## src/hdl/tpm_pkg.sv

```systemverilog
// Shared types, constants and helpers for the true-peak meter.
// No dependencies; every other file of the block refers to this package by scoped names.
package tpm_pkg;

  // Default sizes, handed down from the top level.
  localparam int TAPS_DEF           = 49;
  localparam int SAMPLE_BITS_DEF    = 24;
  localparam int COEF_FRAC_BITS_DEF = 16;

  // Oversampling factor register and phase counter sizes.
  localparam int MAX_FACTOR = 4;
  localparam int FACTOR_W   = 3;
  localparam int PHASE_W    = 2;
  localparam logic [FACTOR_W-1:0] FACTOR_RESET = 3'd4;

  // Configuration port geometry. Register index is paddr[2].
  localparam int APB_ADDR_W = 3;
  localparam int APB_DATA_W = 32;
  localparam logic REG_UPSAMPLE_FACTOR = 1'b0;

  // Gain constants for the sinc kernels, fixed point.
  localparam logic [63:0] TWO_OVER_PI_Q64 = 64'hA2F9836E4E44152A;
  localparam logic [63:0] SQRT2_Q62       = 64'h5A827999FCEF3242;
  localparam logic [63:0] SQRT3_Q62       = 64'h6ED9EBA16132A9CF;

  localparam logic [127:0] SQRT2_PROD = 128'(SQRT2_Q62) * 128'(TWO_OVER_PI_Q64);
  localparam logic [127:0] SQRT3_PROD = 128'(SQRT3_Q62) * 128'(TWO_OVER_PI_Q64);

  // Kernel gains as Q4.60: factor 2, factor 3, factor 4 even and odd distances.
  localparam logic [63:0] K2  = TWO_OVER_PI_Q64 >> 4;
  localparam logic [63:0] K3  = 64'(({2'b00, SQRT3_PROD[127:64]} * 66'd3) >> 4);
  localparam logic [63:0] K4E = TWO_OVER_PI_Q64 >> 3;
  localparam logic [63:0] K4O = SQRT2_PROD[127:64] >> 2;

  // Sequencer states.
  typedef enum logic [2:0] {
    ST_IDLE,
    ST_RUN,
    ST_DRAIN,
    ST_PEAK,
    ST_FINISH
  } tpm_state_t;

  // Control of one history cell.
  typedef struct packed {
    logic shift;
    logic rotate;
  } tpm_cell_ctl_t;

  // Control of the multiply-accumulate unit.
  typedef struct packed {
    logic                valid;
    logic                clear;
    logic [PHASE_W-1:0]  phase;
  } tpm_mac_ctl_t;

  // Register value to effective factor: zero acts as one, above four acts as four.
  function automatic logic [FACTOR_W-1:0] eff_factor(input logic [FACTOR_W-1:0] f);
    logic [FACTOR_W-1:0] r;
    if (f == '0) begin
      r = FACTOR_W'(1);
    end else if (f > FACTOR_W'(MAX_FACTOR)) begin
      r = FACTOR_W'(MAX_FACTOR);
    end else begin
      r = f;
    end
    return r;
  endfunction

endpackage

```

## src/hdl/tpm_if.sv

```systemverilog
// Valid/ready channel interfaces for the true-peak meter: sample input and peak output.
// Depends on tpm_pkg for default widths.
interface tpm_in_if #(
  parameter int SAMPLE_BITS = tpm_pkg::SAMPLE_BITS_DEF
);
  logic                          valid;
  logic                          ready;
  logic signed [SAMPLE_BITS-1:0] sample;

  modport source (output valid, output sample, input ready);
  modport sink   (input valid, input sample, output ready);
endinterface

interface tpm_out_if #(
  parameter int SAMPLE_BITS = tpm_pkg::SAMPLE_BITS_DEF
);
  logic                     valid;
  logic                     ready;
  logic [SAMPLE_BITS+1:0]   true_peak;
  logic [SAMPLE_BITS-1:0]   sample_peak;

  modport source (output valid, output true_peak, output sample_peak, input ready);
  modport sink   (input valid, input true_peak, input sample_peak, output ready);
endinterface

```

## src/hdl/tpm_cell.sv

```systemverilog
// One cell of the history chain: holds one sample, shifts in from the newer side
// or rotates in from the older side. Depends on tpm_pkg for the control struct.
module tpm_cell #(
  parameter int W = tpm_pkg::SAMPLE_BITS_DEF
) (
  input  logic                  clk,
  input  logic                  rst,
  input  tpm_pkg::tpm_cell_ctl_t ctl,
  input  logic signed [W-1:0]   left,
  input  logic signed [W-1:0]   right,
  output logic signed [W-1:0]   q
);

  // A new word pushes every sample one place older; a rotation walks them back.
  always_ff @(posedge clk) begin
    if (rst) begin
      q <= '0;
    end else if (ctl.shift) begin
      q <= left;
    end else if (ctl.rotate) begin
      q <= right;
    end
  end

endmodule

```

## src/hdl/tpm_coef_rom.sv

```systemverilog
// Constant polyphase sinc coefficient tables, one per factor, in signed Q2.F format.
// Depends on tpm_pkg for the kernel gains; the tables are fixed at elaboration.
module tpm_coef_rom #(
  parameter int TAPS           = tpm_pkg::TAPS_DEF,
  parameter int COEF_FRAC_BITS = tpm_pkg::COEF_FRAC_BITS_DEF,
  localparam int CW            = COEF_FRAC_BITS + 2,
  localparam int IDX_W         = $clog2(TAPS)
) (
  input  logic [tpm_pkg::FACTOR_W-1:0] factor,
  input  logic [IDX_W-1:0]             index,
  output logic signed [CW-1:0]         coef
);

  localparam int HALF     = (TAPS - 1) / 2;
  localparam int SINC_LEN = 2 * HALF + 1;
  localparam int S        = 60 - COEF_FRAC_BITS;
  localparam logic [63:0] RND = 64'(1) << (S - 1);
  localparam logic [63:0] ONE = 64'(1) << COEF_FRAC_BITS;

  logic signed [CW-1:0] c1 [TAPS];
  logic signed [CW-1:0] c2 [TAPS];
  logic signed [CW-1:0] c3 [TAPS];
  logic signed [CW-1:0] c4 [TAPS];

  // Each entry j belongs to distance d = |HALF - j| from the centre tap.
  for (genvar j = 0; j < TAPS; j++) begin : g_tap
    localparam int D  = (j > HALF) ? (j - HALF) : (HALF - j);
    localparam int DS = (D == 0) ? 1 : D;
    localparam int R2 = D % 4;
    localparam int R3 = D % 6;
    localparam int R4 = D % 8;
    localparam logic [63:0] M2  = ((tpm_pkg::K2  / 64'(DS)) + RND) >> S;
    localparam logic [63:0] M3  = ((tpm_pkg::K3  / 64'(DS)) + RND) >> S;
    localparam logic [63:0] M4E = ((tpm_pkg::K4E / 64'(DS)) + RND) >> S;
    localparam logic [63:0] M4O = ((tpm_pkg::K4O / 64'(DS)) + RND) >> S;
    localparam bool_pad = 0;
    localparam logic [63:0] V1 = (j >= SINC_LEN) ? 64'd0 : (D == 0) ? ONE : 64'd0;
    localparam logic [63:0] V2 = (j >= SINC_LEN) ? 64'd0 : (D == 0) ? ONE :
                                 (R2 == 0 || R2 == 2) ? 64'd0 :
                                 (R2 == 3) ? -M2 : M2;
    localparam logic [63:0] V3 = (j >= SINC_LEN) ? 64'd0 : (D == 0) ? ONE :
                                 (R3 == 0 || R3 == 3) ? 64'd0 :
                                 (R3 > 3) ? -M3 : M3;
    localparam logic [63:0] M4 = (R4 == 2 || R4 == 6) ? M4E : M4O;
    localparam logic [63:0] V4 = (j >= SINC_LEN) ? 64'd0 : (D == 0) ? ONE :
                                 (R4 == 0 || R4 == 4) ? 64'd0 :
                                 (R4 > 4) ? -M4 : M4;
    assign c1[j] = CW'(V1 + 64'(bool_pad));
    assign c2[j] = CW'(V2);
    assign c3[j] = CW'(V3);
    assign c4[j] = CW'(V4);
  end

  // Table lookup for the active factor.
  always_comb begin
    case (factor)
      3'd2:    coef = c2[index];
      3'd3:    coef = c3[index];
      3'd4:    coef = c4[index];
      default: coef = c1[index];
    endcase
  end

endmodule

```

## src/hdl/tpm_mac.sv

```systemverilog
// Shared multiply-accumulate unit: operand register, product register and one
// accumulator per polyphase phase. Depends on tpm_pkg for the control struct.
module tpm_mac #(
  parameter int SAMPLE_BITS = tpm_pkg::SAMPLE_BITS_DEF,
  parameter int CW          = tpm_pkg::COEF_FRAC_BITS_DEF + 2,
  parameter int ACC_W       = SAMPLE_BITS + CW + 6
) (
  input  logic                          clk,
  input  logic                          rst,
  input  tpm_pkg::tpm_mac_ctl_t         ctl,
  input  logic signed [CW-1:0]          coef,
  input  logic signed [SAMPLE_BITS-1:0] sample,
  input  logic [tpm_pkg::PHASE_W-1:0]   rd_phase,
  output logic signed [ACC_W-1:0]       acc_rd
);

  localparam int PROD_W = SAMPLE_BITS + CW;

  logic                          v1;
  logic [tpm_pkg::PHASE_W-1:0]   ph1;
  logic signed [CW-1:0]          coef_q;
  logic signed [SAMPLE_BITS-1:0] sample_q;
  logic                          v2;
  logic [tpm_pkg::PHASE_W-1:0]   ph2;
  logic signed [PROD_W-1:0]      prod;
  logic signed [ACC_W-1:0]       acc [tpm_pkg::MAX_FACTOR];

  // Pipeline valid flags.
  always_ff @(posedge clk) begin
    if (rst) begin
      v1 <= 1'b0;
      v2 <= 1'b0;
    end else begin
      v1 <= ctl.valid;
      v2 <= v1;
    end
  end

  // Operand and product registers.
  always_ff @(posedge clk) begin
    ph1      <= ctl.phase;
    coef_q   <= coef;
    sample_q <= sample;
    ph2      <= ph1;
    prod     <= sample_q * coef_q;
  end

  // Phase accumulators, cleared when a new word enters.
  always_ff @(posedge clk) begin
    if (ctl.clear) begin
      for (int i = 0; i < tpm_pkg::MAX_FACTOR; i++) begin
        acc[i] <= '0;
      end
    end else if (v2) begin
      acc[ph2] <= acc[ph2] + ACC_W'(prod);
    end
  end

  assign acc_rd = acc[rd_phase];

endmodule

```

## src/hdl/true_peak_meter_top.sv

```systemverilog
// True-peak meter: each word walks the coefficient table on the shared multiplier, with the
// history chain rotating between groups and rotation-only steps past the table end, then
// passes through the drain, peak and finish states back to idle. A new word is taken only in
// idle. The peak word is delayed while an earlier word still waits in the output register.
// Sync reset clears history, peaks, factor = 4.
module true_peak_meter_top #(
  parameter int TAPS           = tpm_pkg::TAPS_DEF,
  parameter int SAMPLE_BITS    = tpm_pkg::SAMPLE_BITS_DEF,
  parameter int COEF_FRAC_BITS = tpm_pkg::COEF_FRAC_BITS_DEF
) (
  input  logic                           clk,
  input  logic                           rst,
  tpm_in_if.sink                         audio,
  tpm_out_if.source                      peaks,
  input  logic                           psel,
  input  logic                           penable,
  input  logic                           pwrite,
  input  logic [tpm_pkg::APB_ADDR_W-1:0] paddr,
  input  logic [tpm_pkg::APB_DATA_W-1:0] pwdata,
  output logic [tpm_pkg::APB_DATA_W-1:0] prdata,
  output logic                           pready
);

  localparam int CW      = COEF_FRAC_BITS + 2;
  localparam int IDX_W   = $clog2(TAPS);
  localparam int ACC_W   = SAMPLE_BITS + CW + $clog2(TAPS);
  localparam int TP_W    = SAMPLE_BITS + 2;
  localparam int MAG_W   = ACC_W - COEF_FRAC_BITS + 1;
  localparam int TB_W    = $clog2(tpm_pkg::MAX_FACTOR * TAPS + tpm_pkg::MAX_FACTOR + 1);
  localparam int PHASE_W = tpm_pkg::PHASE_W;
  localparam int FW      = tpm_pkg::FACTOR_W;

  tpm_pkg::tpm_state_t state, state_next;

  logic [FW-1:0]                factor;
  logic [FW-1:0]                fe;
  logic [PHASE_W-1:0]           fe_last;
  logic [IDX_W-1:0]             k, k_next;
  logic [PHASE_W-1:0]           p, p_next;
  logic [TB_W-1:0]              tbase, tbase_next;
  logic [TB_W-1:0]              t;
  logic                         drain, drain_next;
  logic                         mac_valid;
  logic                         rot;
  logic                         accept;
  logic                         rotate;
  logic                         finish;
  logic [IDX_W-1:0]             rom_index;
  logic signed [CW-1:0]         coef;
  logic signed [SAMPLE_BITS-1:0] raw_x;
  logic [SAMPLE_BITS-1:0]       abs_raw;
  logic [TP_W-1:0]              tp_work, tp_work_next;
  logic [TP_W-1:0]              tp_hold;
  logic [SAMPLE_BITS-1:0]       sp_hold;
  logic [TP_W-1:0]              tp_final;
  logic [SAMPLE_BITS-1:0]       sp_final;
  logic signed [ACC_W-1:0]      acc_rd;
  logic [ACC_W-1:0]             acc_abs;
  logic [ACC_W:0]               rnd_sum;
  logic [MAG_W-1:0]             mag;
  logic [TP_W-1:0]              mag_sat;
  logic                         out_valid;
  logic [TP_W-1:0]              out_tp;
  logic [SAMPLE_BITS-1:0]       out_sp;
  logic signed [SAMPLE_BITS-1:0] hist [TAPS];

  tpm_pkg::tpm_cell_ctl_t cell_ctl;
  tpm_pkg::tpm_mac_ctl_t  mac_ctl;

  // Configuration register: the oversampling factor.
  always_ff @(posedge clk) begin
    if (rst) begin
      factor <= tpm_pkg::FACTOR_RESET;
    end else if (psel && penable && pwrite && (paddr[2] == tpm_pkg::REG_UPSAMPLE_FACTOR)) begin
      factor <= pwdata[FW-1:0];
    end
  end

  assign pready = 1'b1;
  assign prdata = (paddr[2] == tpm_pkg::REG_UPSAMPLE_FACTOR) ?
                  {{(tpm_pkg::APB_DATA_W - FW){1'b0}}, factor} : '0;

  assign fe      = tpm_pkg::eff_factor(factor);
  assign fe_last = PHASE_W'(fe - FW'(1));

  // Coefficient index walks p + k*F; entries past the table end are skipped.
  assign t         = tbase + TB_W'(p);
  assign mac_valid = (state == tpm_pkg::ST_RUN) && (t < TB_W'(TAPS));
  assign rot       = !mac_valid || (p == fe_last);
  assign rom_index = mac_valid ? t[IDX_W-1:0] : '0;

  assign audio.ready = (state == tpm_pkg::ST_IDLE);

  // History chain. Cell 0 holds the sample the MAC sees during the walk.
  assign cell_ctl.shift  = accept;
  assign cell_ctl.rotate = rotate;

  for (genvar i = 0; i < TAPS; i++) begin : g_cell
    logic signed [SAMPLE_BITS-1:0] left;
    logic signed [SAMPLE_BITS-1:0] right;
    if (i == 0) begin : g_head
      assign left = audio.sample;
    end else begin : g_mid_l
      assign left = hist[i-1];
    end
    if (i == TAPS - 1) begin : g_tail
      assign right = hist[0];
    end else begin : g_mid_r
      assign right = hist[i+1];
    end
    tpm_cell #(.W(SAMPLE_BITS)) u_cell (
      .clk   (clk),
      .rst   (rst),
      .ctl   (cell_ctl),
      .left  (left),
      .right (right),
      .q     (hist[i])
    );
  end

  tpm_coef_rom #(
    .TAPS           (TAPS),
    .COEF_FRAC_BITS (COEF_FRAC_BITS)
  ) u_rom (
    .factor (fe),
    .index  (rom_index),
    .coef   (coef)
  );

  assign mac_ctl.valid = mac_valid;
  assign mac_ctl.clear = accept;
  assign mac_ctl.phase = p;

  tpm_mac #(
    .SAMPLE_BITS (SAMPLE_BITS),
    .CW          (CW),
    .ACC_W       (ACC_W)
  ) u_mac (
    .clk      (clk),
    .rst      (rst),
    .ctl      (mac_ctl),
    .coef     (coef),
    .sample   (hist[0]),
    .rd_phase (p),
    .acc_rd   (acc_rd)
  );

  // Rounded, saturated magnitude of the phase accumulator being inspected.
  always_comb begin
    acc_abs = acc_rd[ACC_W-1] ? ACC_W'(-acc_rd) : ACC_W'(acc_rd);
    rnd_sum = {1'b0, acc_abs} + ((ACC_W + 1)'(1) << (COEF_FRAC_BITS - 1));
    mag     = rnd_sum[ACC_W:COEF_FRAC_BITS];
    mag_sat = (|mag[MAG_W-1:TP_W]) ? {TP_W{1'b1}} : mag[TP_W-1:0];
  end

  // Raw sample magnitude and the final peak values.
  always_comb begin
    abs_raw  = raw_x[SAMPLE_BITS-1] ? (~raw_x + 1'b1) : raw_x;
    tp_final = ({2'b00, abs_raw} > tp_work) ? {2'b00, abs_raw} : tp_work;
    sp_final = (abs_raw > sp_hold) ? abs_raw : sp_hold;
  end

  // Sequencer: next state and strobes.
  always_comb begin
    state_next   = state;
    k_next       = k;
    p_next       = p;
    tbase_next   = tbase;
    drain_next   = drain;
    tp_work_next = tp_work;
    accept       = 1'b0;
    rotate       = 1'b0;
    finish       = 1'b0;
    case (state)
      tpm_pkg::ST_IDLE: begin
        if (audio.valid) begin
          accept       = 1'b1;
          state_next   = tpm_pkg::ST_RUN;
          k_next       = '0;
          p_next       = '0;
          tbase_next   = '0;
          tp_work_next = tp_hold;
        end
      end
      tpm_pkg::ST_RUN: begin
        if (rot) begin
          rotate     = 1'b1;
          p_next     = '0;
          tbase_next = tbase + TB_W'(fe);
          if (k == IDX_W'(TAPS - 1)) begin
            state_next = tpm_pkg::ST_DRAIN;
            drain_next = 1'b0;
          end else begin
            k_next = k + 1'b1;
          end
        end else begin
          p_next = p + 1'b1;
        end
      end
      tpm_pkg::ST_DRAIN: begin
        if (drain) begin
          state_next = tpm_pkg::ST_PEAK;
          p_next     = '0;
        end else begin
          drain_next = 1'b1;
        end
      end
      tpm_pkg::ST_PEAK: begin
        if (mag_sat > tp_work) begin
          tp_work_next = mag_sat;
        end
        if (p == fe_last) begin
          state_next = tpm_pkg::ST_FINISH;
        end else begin
          p_next = p + 1'b1;
        end
      end
      tpm_pkg::ST_FINISH: begin
        if (!out_valid || peaks.ready) begin
          finish     = 1'b1;
          state_next = tpm_pkg::ST_IDLE;
        end
      end
      default: begin
        state_next = tpm_pkg::ST_IDLE;
      end
    endcase
  end

  // State and peak holds.
  always_ff @(posedge clk) begin
    if (rst) begin
      state   <= tpm_pkg::ST_IDLE;
      drain   <= 1'b0;
      tp_hold <= '0;
      sp_hold <= '0;
    end else begin
      state <= state_next;
      drain <= drain_next;
      if (finish) begin
        tp_hold <= tp_final;
        sp_hold <= sp_final;
      end
    end
  end

  // Walk counters and working registers.
  always_ff @(posedge clk) begin
    k       <= k_next;
    p       <= p_next;
    tbase   <= tbase_next;
    tp_work <= tp_work_next;
    if (accept) begin
      raw_x <= audio.sample;
    end
  end

  // Output register: the finished word waits here while the next one is taken.
  always_ff @(posedge clk) begin
    if (rst) begin
      out_valid <= 1'b0;
    end else if (finish) begin
      out_valid <= 1'b1;
    end else if (peaks.ready) begin
      out_valid <= 1'b0;
    end
  end

  always_ff @(posedge clk) begin
    if (finish) begin
      out_tp <= tp_final;
      out_sp <= sp_final;
    end
  end

  assign peaks.valid       = out_valid;
  assign peaks.true_peak   = out_tp;
  assign peaks.sample_peak = out_sp;

endmodule

```

## src/flat_wrapper.sv

```systemverilog
// flat-port wrapper written by rule: the top's interface ports become plain ports
module true_peak_meter_top_flat 
#(
  parameter int TAPS           = tpm_pkg::TAPS_DEF,
  parameter int SAMPLE_BITS    = tpm_pkg::SAMPLE_BITS_DEF,
  parameter int COEF_FRAC_BITS = tpm_pkg::COEF_FRAC_BITS_DEF
)
  (clk, rst, psel, penable, pwrite, paddr, pwdata, prdata, pready, audio_valid, audio_sample, audio_ready, peaks_valid, peaks_true_peak, peaks_sample_peak, peaks_ready);
  tpm_in_if #(.SAMPLE_BITS(SAMPLE_BITS)) audio_i ();
  tpm_out_if #(.SAMPLE_BITS(SAMPLE_BITS)) peaks_i ();
  input  logic clk;
  input  logic rst;
  input  logic psel;
  input  logic penable;
  input  logic pwrite;
  input  logic [tpm_pkg::APB_ADDR_W-1:0] paddr;
  input  logic [tpm_pkg::APB_DATA_W-1:0] pwdata;
  output logic [tpm_pkg::APB_DATA_W-1:0] prdata;
  output logic pready;
  input wire logic [$bits(audio_i.valid)-1:0] audio_valid;
  input wire logic [$bits(audio_i.sample)-1:0] audio_sample;
  output wire logic [$bits(audio_i.ready)-1:0] audio_ready;
  output wire logic [$bits(peaks_i.valid)-1:0] peaks_valid;
  output wire logic [$bits(peaks_i.true_peak)-1:0] peaks_true_peak;
  output wire logic [$bits(peaks_i.sample_peak)-1:0] peaks_sample_peak;
  input wire logic [$bits(peaks_i.ready)-1:0] peaks_ready;
  assign audio_i.valid = audio_valid;
  assign audio_i.sample = audio_sample;
  assign audio_ready = audio_i.ready;
  assign peaks_valid = peaks_i.valid;
  assign peaks_true_peak = peaks_i.true_peak;
  assign peaks_sample_peak = peaks_i.sample_peak;
  assign peaks_i.ready = peaks_ready;
  true_peak_meter_top #(.TAPS(TAPS), .SAMPLE_BITS(SAMPLE_BITS), .COEF_FRAC_BITS(COEF_FRAC_BITS)) u_core (.clk(clk), .rst(rst), .audio(audio_i), .peaks(peaks_i), .psel(psel), .penable(penable), .pwrite(pwrite), .paddr(paddr), .pwdata(pwdata), .prdata(prdata), .pready(pready));
endmodule
```

## config.mk

```make
export PLATFORM = sky130hd
export DESIGN_NAME = true_peak_meter_top_flat
export DESIGN_NICKNAME = d
export VERILOG_FILES = /design/src/hdl/tpm_pkg.sv /design/src/hdl/tpm_if.sv /design/src/hdl/tpm_cell.sv /design/src/hdl/tpm_coef_rom.sv /design/src/hdl/tpm_mac.sv /design/src/hdl/true_peak_meter_top.sv /design/src/flat_wrapper.sv
export SDC_FILE = /design/constraint.sdc
export NUM_CORES = 2
export LEC_CHECK = 0
export BUFFER_PORTS_ARGS = -buffer_cell sky130_fd_sc_hd__buf_2
export CAP_MARGIN = 15
export CORE_MARGIN = 2
export CORE_UTILIZATION = 55
export CTS_BUF_LIST = sky130_fd_sc_hd__clkbuf_16
export DETAILED_ROUTE_END_ITERATION = 6
export GPL_TIMING_DRIVEN = 0
export PLACE_DENSITY = 0.67
export SLEW_MARGIN = 30
export SYNTH_ARGS = -nofsm -noshare
export SYNTH_HDL_FRONTEND = slang
export SYNTH_SLANG_ARGS = --single-unit
```

## constraint.sdc

```tcl
create_clock -name clk -period 14.4 [get_ports clk]
set_clock_uncertainty 0.1 [all_clocks]
set_input_delay 2.16 -clock clk [delete_from_list [all_inputs] [get_ports clk]]
set_output_delay 2.16 -clock clk [all_outputs]
set_load 0.05 [all_outputs]
```

Yosys cells after proc, flatten, opt, wreduce, memory -nomap -nowiden

Memory sizes are Yosys's and may differ from the RTL's. A register that Yosys moved wholly into a read port is not among the register bits.
Cells that the tools add are included.

Bits in registers: 1440
Memory bits (writable): 192
Bits in read-only memories: 4608
Bits of input ports: 66
Output and inout port bits: 85
Word-level logic and storage cells: 293
Memories: 5

Memory list:

| name             | depth | bits a word | rd ports | clocked after Yosys merged registers in | write ports | line               | text |
|---|---|---|---|---|---|---|---|
| (no name shown)  | 64    | 18          | 1        | 0                                       | 0           | tpm_coef_rom.sv:60 | `default: coef = c1[index];` |
| (no name shown)  | 64    | 18          | 1        | 0                                       | 0           | tpm_coef_rom.sv:59 | `3'd4: coef = c4[index];` |
| (no name shown)  | 64    | 18          | 1        | 0                                       | 0           | tpm_coef_rom.sv:58 | `3'd3: coef = c3[index];` |
| (no name shown)  | 64    | 18          | 1        | 0                                       | 0           | tpm_coef_rom.sv:57 | `3'd2: coef = c2[index];` |
| u_core.u_mac.acc | 4     | 48          | 2        | 2                                       | 4           | tpm_mac.sv:26      | `logic signed [ACC_W-1:0] acc [tpm_pkg::MAX_FACTOR];` |

$add $sub $neg: 9
$mul: 1
$lt $le $gt $ge: 6
Equality and inequality tests: 18
Multiplexer cells: 158
Bitwise operators: 3
Reduce and logical (&&, ||, !) cells: 24

Operators by type and width:

| kind                   | count |
|---|---|
| $mux 24                | 100 |
| $mux 18                | 8 |
| $mux 26                | 4 |
| $mux 48                | 2 |
| $pmux 18 s3            | 1 |
| $pmux 26 s2            | 1 |
| $add 48x16->49 const B | 1 |
| $add 48x42->48         | 1 |
| $neg 48->48            | 1 |
| $reduce_or 48->1       | 1 |
| $mul 24x18->42         | 1 |
| $mux 3                 | 9 |
| $gt 24x26->1           | 1 |
| $gt 26x26->1           | 1 |
| $add 24x1->24 const B  | 1 |
| $gt 24x24->1           | 1 |
| $mux 6                 | 4 |
| $not 24->24            | 1 |
| $mux 1                 | 16 |
| $mux 8                 | 2 |
| $pmux 8 s2             | 1 |
| $pmux 3 s5             | 1 |
| $eq 3x2->1 const B     | 4 |
| $mux 2                 | 6 |
| other kinds (29)       | 50 |

Logic depth before layout (Yosys ltp)

Depth in word-level cells: 10
Depth in mapped cells: 33
Gate-level depth less buffers: 29

Cells and area by module

From an unflattened synthesis, not the netlist that was laid out.

Cell total of the unflattened synthesis: 9762
Area total of the unflattened synthesis: 104722.9 um2

Modules (own cells, without submodules):

| module              | instances | cells an instance | area an instance (um2) | sequential area each (um2) |
|---|---|---|---|---|
| tpm_cell            | 49        | 106               | 1233.7                 | 480.5 |
| tpm_mac             | 1         | 2873              | 29605.9                | 7567.3 |
| true_peak_meter_top | 1         | 1193              | 11484.8                | 4644.5 |
| tpm_coef_rom        | 1         | 502               | 3181.8                 | 0.0 |

Least setup slack after synthesis

Ideal clock, no wire load.

Kind: register -> register
Start point: register with a tool-made name
End point: register u_core.tp_work[0] (enable)
Setup time: 0.445 ns
Arrival time: 7.842 ns
Data required time: 13.855 ns
Setup slack: 6.013 ns
Stages on the path, launching flop included: 34
Buffers on the path: 7
Clock period less this slack: 8.387 ns
Cells stage by stage: dfxtp_1 > buf_6 > buf_6 > buf_2 > buf_2 > mux2i_1 > clkbuf_1 > clkbuf_1 > o21ai_0 > xnor2_1 > ha_1 > and3b_1 > mux2i_1 > nand2_1 > nor3b_2 > nand2_1 > nor4_2 > mux2i_1 > nor4_4 > buf_6 > nand2_1 > ha_1 > nor2b_1 > o21a_1 > o21a_1 > o21a_1 > o21a_1 > o21a_1 > o21ai_0 > nand2b_1 > a21oi_1 > o21ai_0 > a21oi_1 > o21ai_0

RTL lines:

| element                | line                       | text |
|---|---|---|
| end signal: assignment | true_peak_meter_top.sv:252 | `tp_work <= tp_work_next;` |
| end: declaration       | true_peak_meter_top.sv:52  | `logic [TP_W-1:0] tp_work, tp_work_next;` |

==> results by group <==
Outcome
  – Status: completed

Critical path
  – Critical path's slowest cell: mux2i_2
  – Most used cell, CP: o21a_1
  – Worst setup EP type: flip-flop
  – Data arrival time of the critical path: 9.64 ns
  – Worst path max stage delay: 0.65 ns
  – Crit start category: flip-flop
  – Worst EP required: 14.89 ns
  – Worst-path fanout max: 21
  – Worst Path Class, Setup: reg2reg

Timing
  – Slew Limit Fails: 0
  – Tmin final: 9.16 ns
  – Worst Max-Slew Pin Slew: 1.07 ns
  – Setup TNS: 0 ns
  – Peak Freq: 109 MHz
  – RSZ-0062 raised after global routing: false
  – Worst slew margin: 27.9%
  – Hold Vio Cnt, Final: 0
  – Hold_ws: 0.230 ns
  – Period utilization: 63.6%
  – # setup viols final: 0

CTS
  – Post-CTS Repair Setup Buffers: 0
  – Hold_buf cts: 0
  – CTS Sinks: 1634
  – Post_cts resized: 0
  – Clock root buffer: clkbuf_16
  – Clk slew on worst S/H paths: 0.07 ns
  – CTS tree: yes
  – Total CTS buffers: 173
  – Worst skew pair latency: 0.84 ns
  – CTS H-tree depth: 4
  – Clock buffer depth: 3

Floorplanning
  – Chip width: 413 um
  – Die height: 413 um
  – FP Rows: 150
  – # IOs: 151
  – Core region area: 167000 um^2
  – Die area: 171000 um^2
  – Starting Density: 55.3%

Finish
  – Non-Filler Instances: 13.6k
  – Fin area: 101000 um^2
  – Share of cells above drive strength 1: 4.80%
  – Nets: 12.0k
  – Area delta synth->final: 9.97%
  – Final core utilization: 60.8%

Pwr
  – Maximum VDD drop: 0.148 mV
  – P_leak: 37.1 nW
  – Power Density: 214 nW/um^2

Logic synthesis
  – Mean post-synth cell area: 8.39 um^2
  – Post-synth top cells: nand2_1, nor2_1, dfxtp_1, a311oi_1, clkbuf_1
  – EDFF count, synth: 308
  – Netlist cell types: 82
  – Largest cells by area after synthesis: dfxtp_1, nand2_1, a311oi_1
  – Most frequent cell after synthesis: nand2_1
  – Synthesized cell area: 92100 um^2
  – Synth Register Bits: 1634
  – Async SR Flop Fraction: 0%
  – Post-synthesis sequential area ratio: 38.9%
  – Yosys synthesis warning count: 0
  – Synth top area share: 28.8%
  – Yosys top cell by area: dfxtp_1
  – Post-Synthesis Cells: 11.0k
  – Main synth FF type: dfxtp_1

Placed design
  – DP Wirelength: 239 mm
  – RD Place Congestion: 1.01
  – Post-Place Cells: 13.3k
  – Port Buffers: 88
  – Post-place instance area: 95800 um^2

Drt
  – Final wirelength: 308 mm
  – Via/cell ratio: 6.12
  – Final routed DRC violation total: 0
  – Wire length per cell: 22.6 um
  – Post-DRT Antenna Nets: 0
  – Vias: 83.4k
  – DRT iter0 DRCs: 9116
  – First-pass DRT Iterations: 6

Worst hold path
  – Min-delay worst type: reg2reg

Global routing
  – Largest net degree at the start of global routing: 34
  – Gr usage total: 35.4%
  – Overflow after GRT: 0
  – Vias in the first global route: 80.4k
  – Initial antenna violation count: 22
  – First-pass GRT wire length: 473 mm

Job
  – Max_cap viols: 0
-- metal layers --
| layer | wire [um] | part of all wire [%] | GRT usage (%) | up-vias |
|---|---|---|---|---|
| met4 | 10900 | 3.5 | 12.1 | 16 |
| li1 | - | - | - | 38481 |
| met3 | 28400 | 9.2 | 7.29 | 671 |
| met5 | 127 | 0.041 | 0 | - |
| met1 | 135000 | 44 | 50.7 | 40473 |
| met2 | 133000 | 43 | 53.1 | 3737 |
-- worst max-delay path, delay by kind of cell, from the launching register on --
family          cells  cell delay, ns
xor+xnor            1            0.19
mux                 3            0.89
buf+inv             8            2.61
simple gates        9            2.11
compound gates     11            1.88
fa+ha+maj           2            0.57
flops               1            0.53
-- metrics by stage --
stage	setup slack, ns	total power [mW]
6_report	5.24	21.6
5_1_grt	4.68	23.0
4_1_cts	5.09	21.5
3_5_place_dp	5.14	17.1
3_3_place_gp	3.18	16.8
2_1_floorplan	6.01	13.8
-- final timing paths --
check	from	to	slack, ns	cells past startpoint
setup / recovery	flip-flop	u_core.tp_work[25]	5.24	34
hold / removal	u_core.u_mac.ph1[1]	u_core.u_mac.ph2[1]	0.23	0
setup reg to reg	flip-flop	u_core.tp_work[25]	5.24	34
hold reg to reg	u_core.u_mac.ph1[1]	u_core.u_mac.ph2[1]	0.23	0
-- cells by family (layout without fill, tap and decap cells) --
| group | after synthesis | after routing | share of synthesized area [%] |
|---|---|---|---|
| buf+inv | 1471 | 1895 | 6.20 |
| fa+ha+maj | 676 | 676 | 12.7 |
| flops | 1634 | 1634 | 38.9 |
| xor+xnor | 166 | 166 | 1.58 |
| mux | 119 | 119 | 2.42 |
| other cells | 2 | 34 | 0.00816 |
| simple gates | 4987 | 4987 | 21.8 |
| compound gates | 1918 | 1918 | 16.4 |
-- where the power goes --
group	switching [mW]	internal (mW)	total, mW
registers	1.45	6.19	7.65
logic	6.39	3.26	9.66
clock network	1.97	2.37	4.34
-- flip-flops by register name (all words and copies together), names as in the netlist, 6 cells and up, named ones only --
register / count
u_core.g_cell.u_cell.q: 1176
u_core.u_mac.acc: 192
u_core.u_mac.prod: 42
u_core.peaks.true_peak: 26
u_core.tp_hold: 26
u_core.tp_work: 26
u_core.peaks.sample_peak: 24
u_core.raw_x: 24
u_core.sp_hold: 24
u_core.u_mac.sample_q: 24
u_core.u_mac.coef_q: 18
u_core.tbase: 8
u_core.k: 6
-- area by class of cell --
type | count | area [um^2]
Fill cell | 14976 | 65400
Timing Repair Buffer | 104 | 754
Clock buffer | 179 | 4480
Inverter | 550 | 2060
Sequential cell | 1634 | 35800
Multi-Input combinational cell | 7896 | 50800
Clock inverter | 141 | 980
Tap cell | 2204 | 2760
Antenna cell | 4 | 10.0
Buffer | 921 | 3660
-- cells in the final DEF (no fill, tap or decap), types with 47 or more instances in the layout --
cell       netlist  routed
a21o_1          61      61
mux4_2          80      80
buf_1           54      49
a311oi_1      1190    1190
nand3_1         74      74
and2_1         149     149
xnor2_1        119     118
clkbuf_16        0     179
buf_2            5      96
edfxtp_1       308     308
dfxtp_1       1326    1326
o21ai_0        166     164
nand2_1       2876    2873
nor2_1        1581    1578
clkbuf_1       822     813
xor2_1          47      47
ha_1           248     248
a31oi_1         57      57
fa_1           428     428
inv_1          548     595
a21oi_1        179     179
No activity file was read; power rests on OpenSTA's default activity.
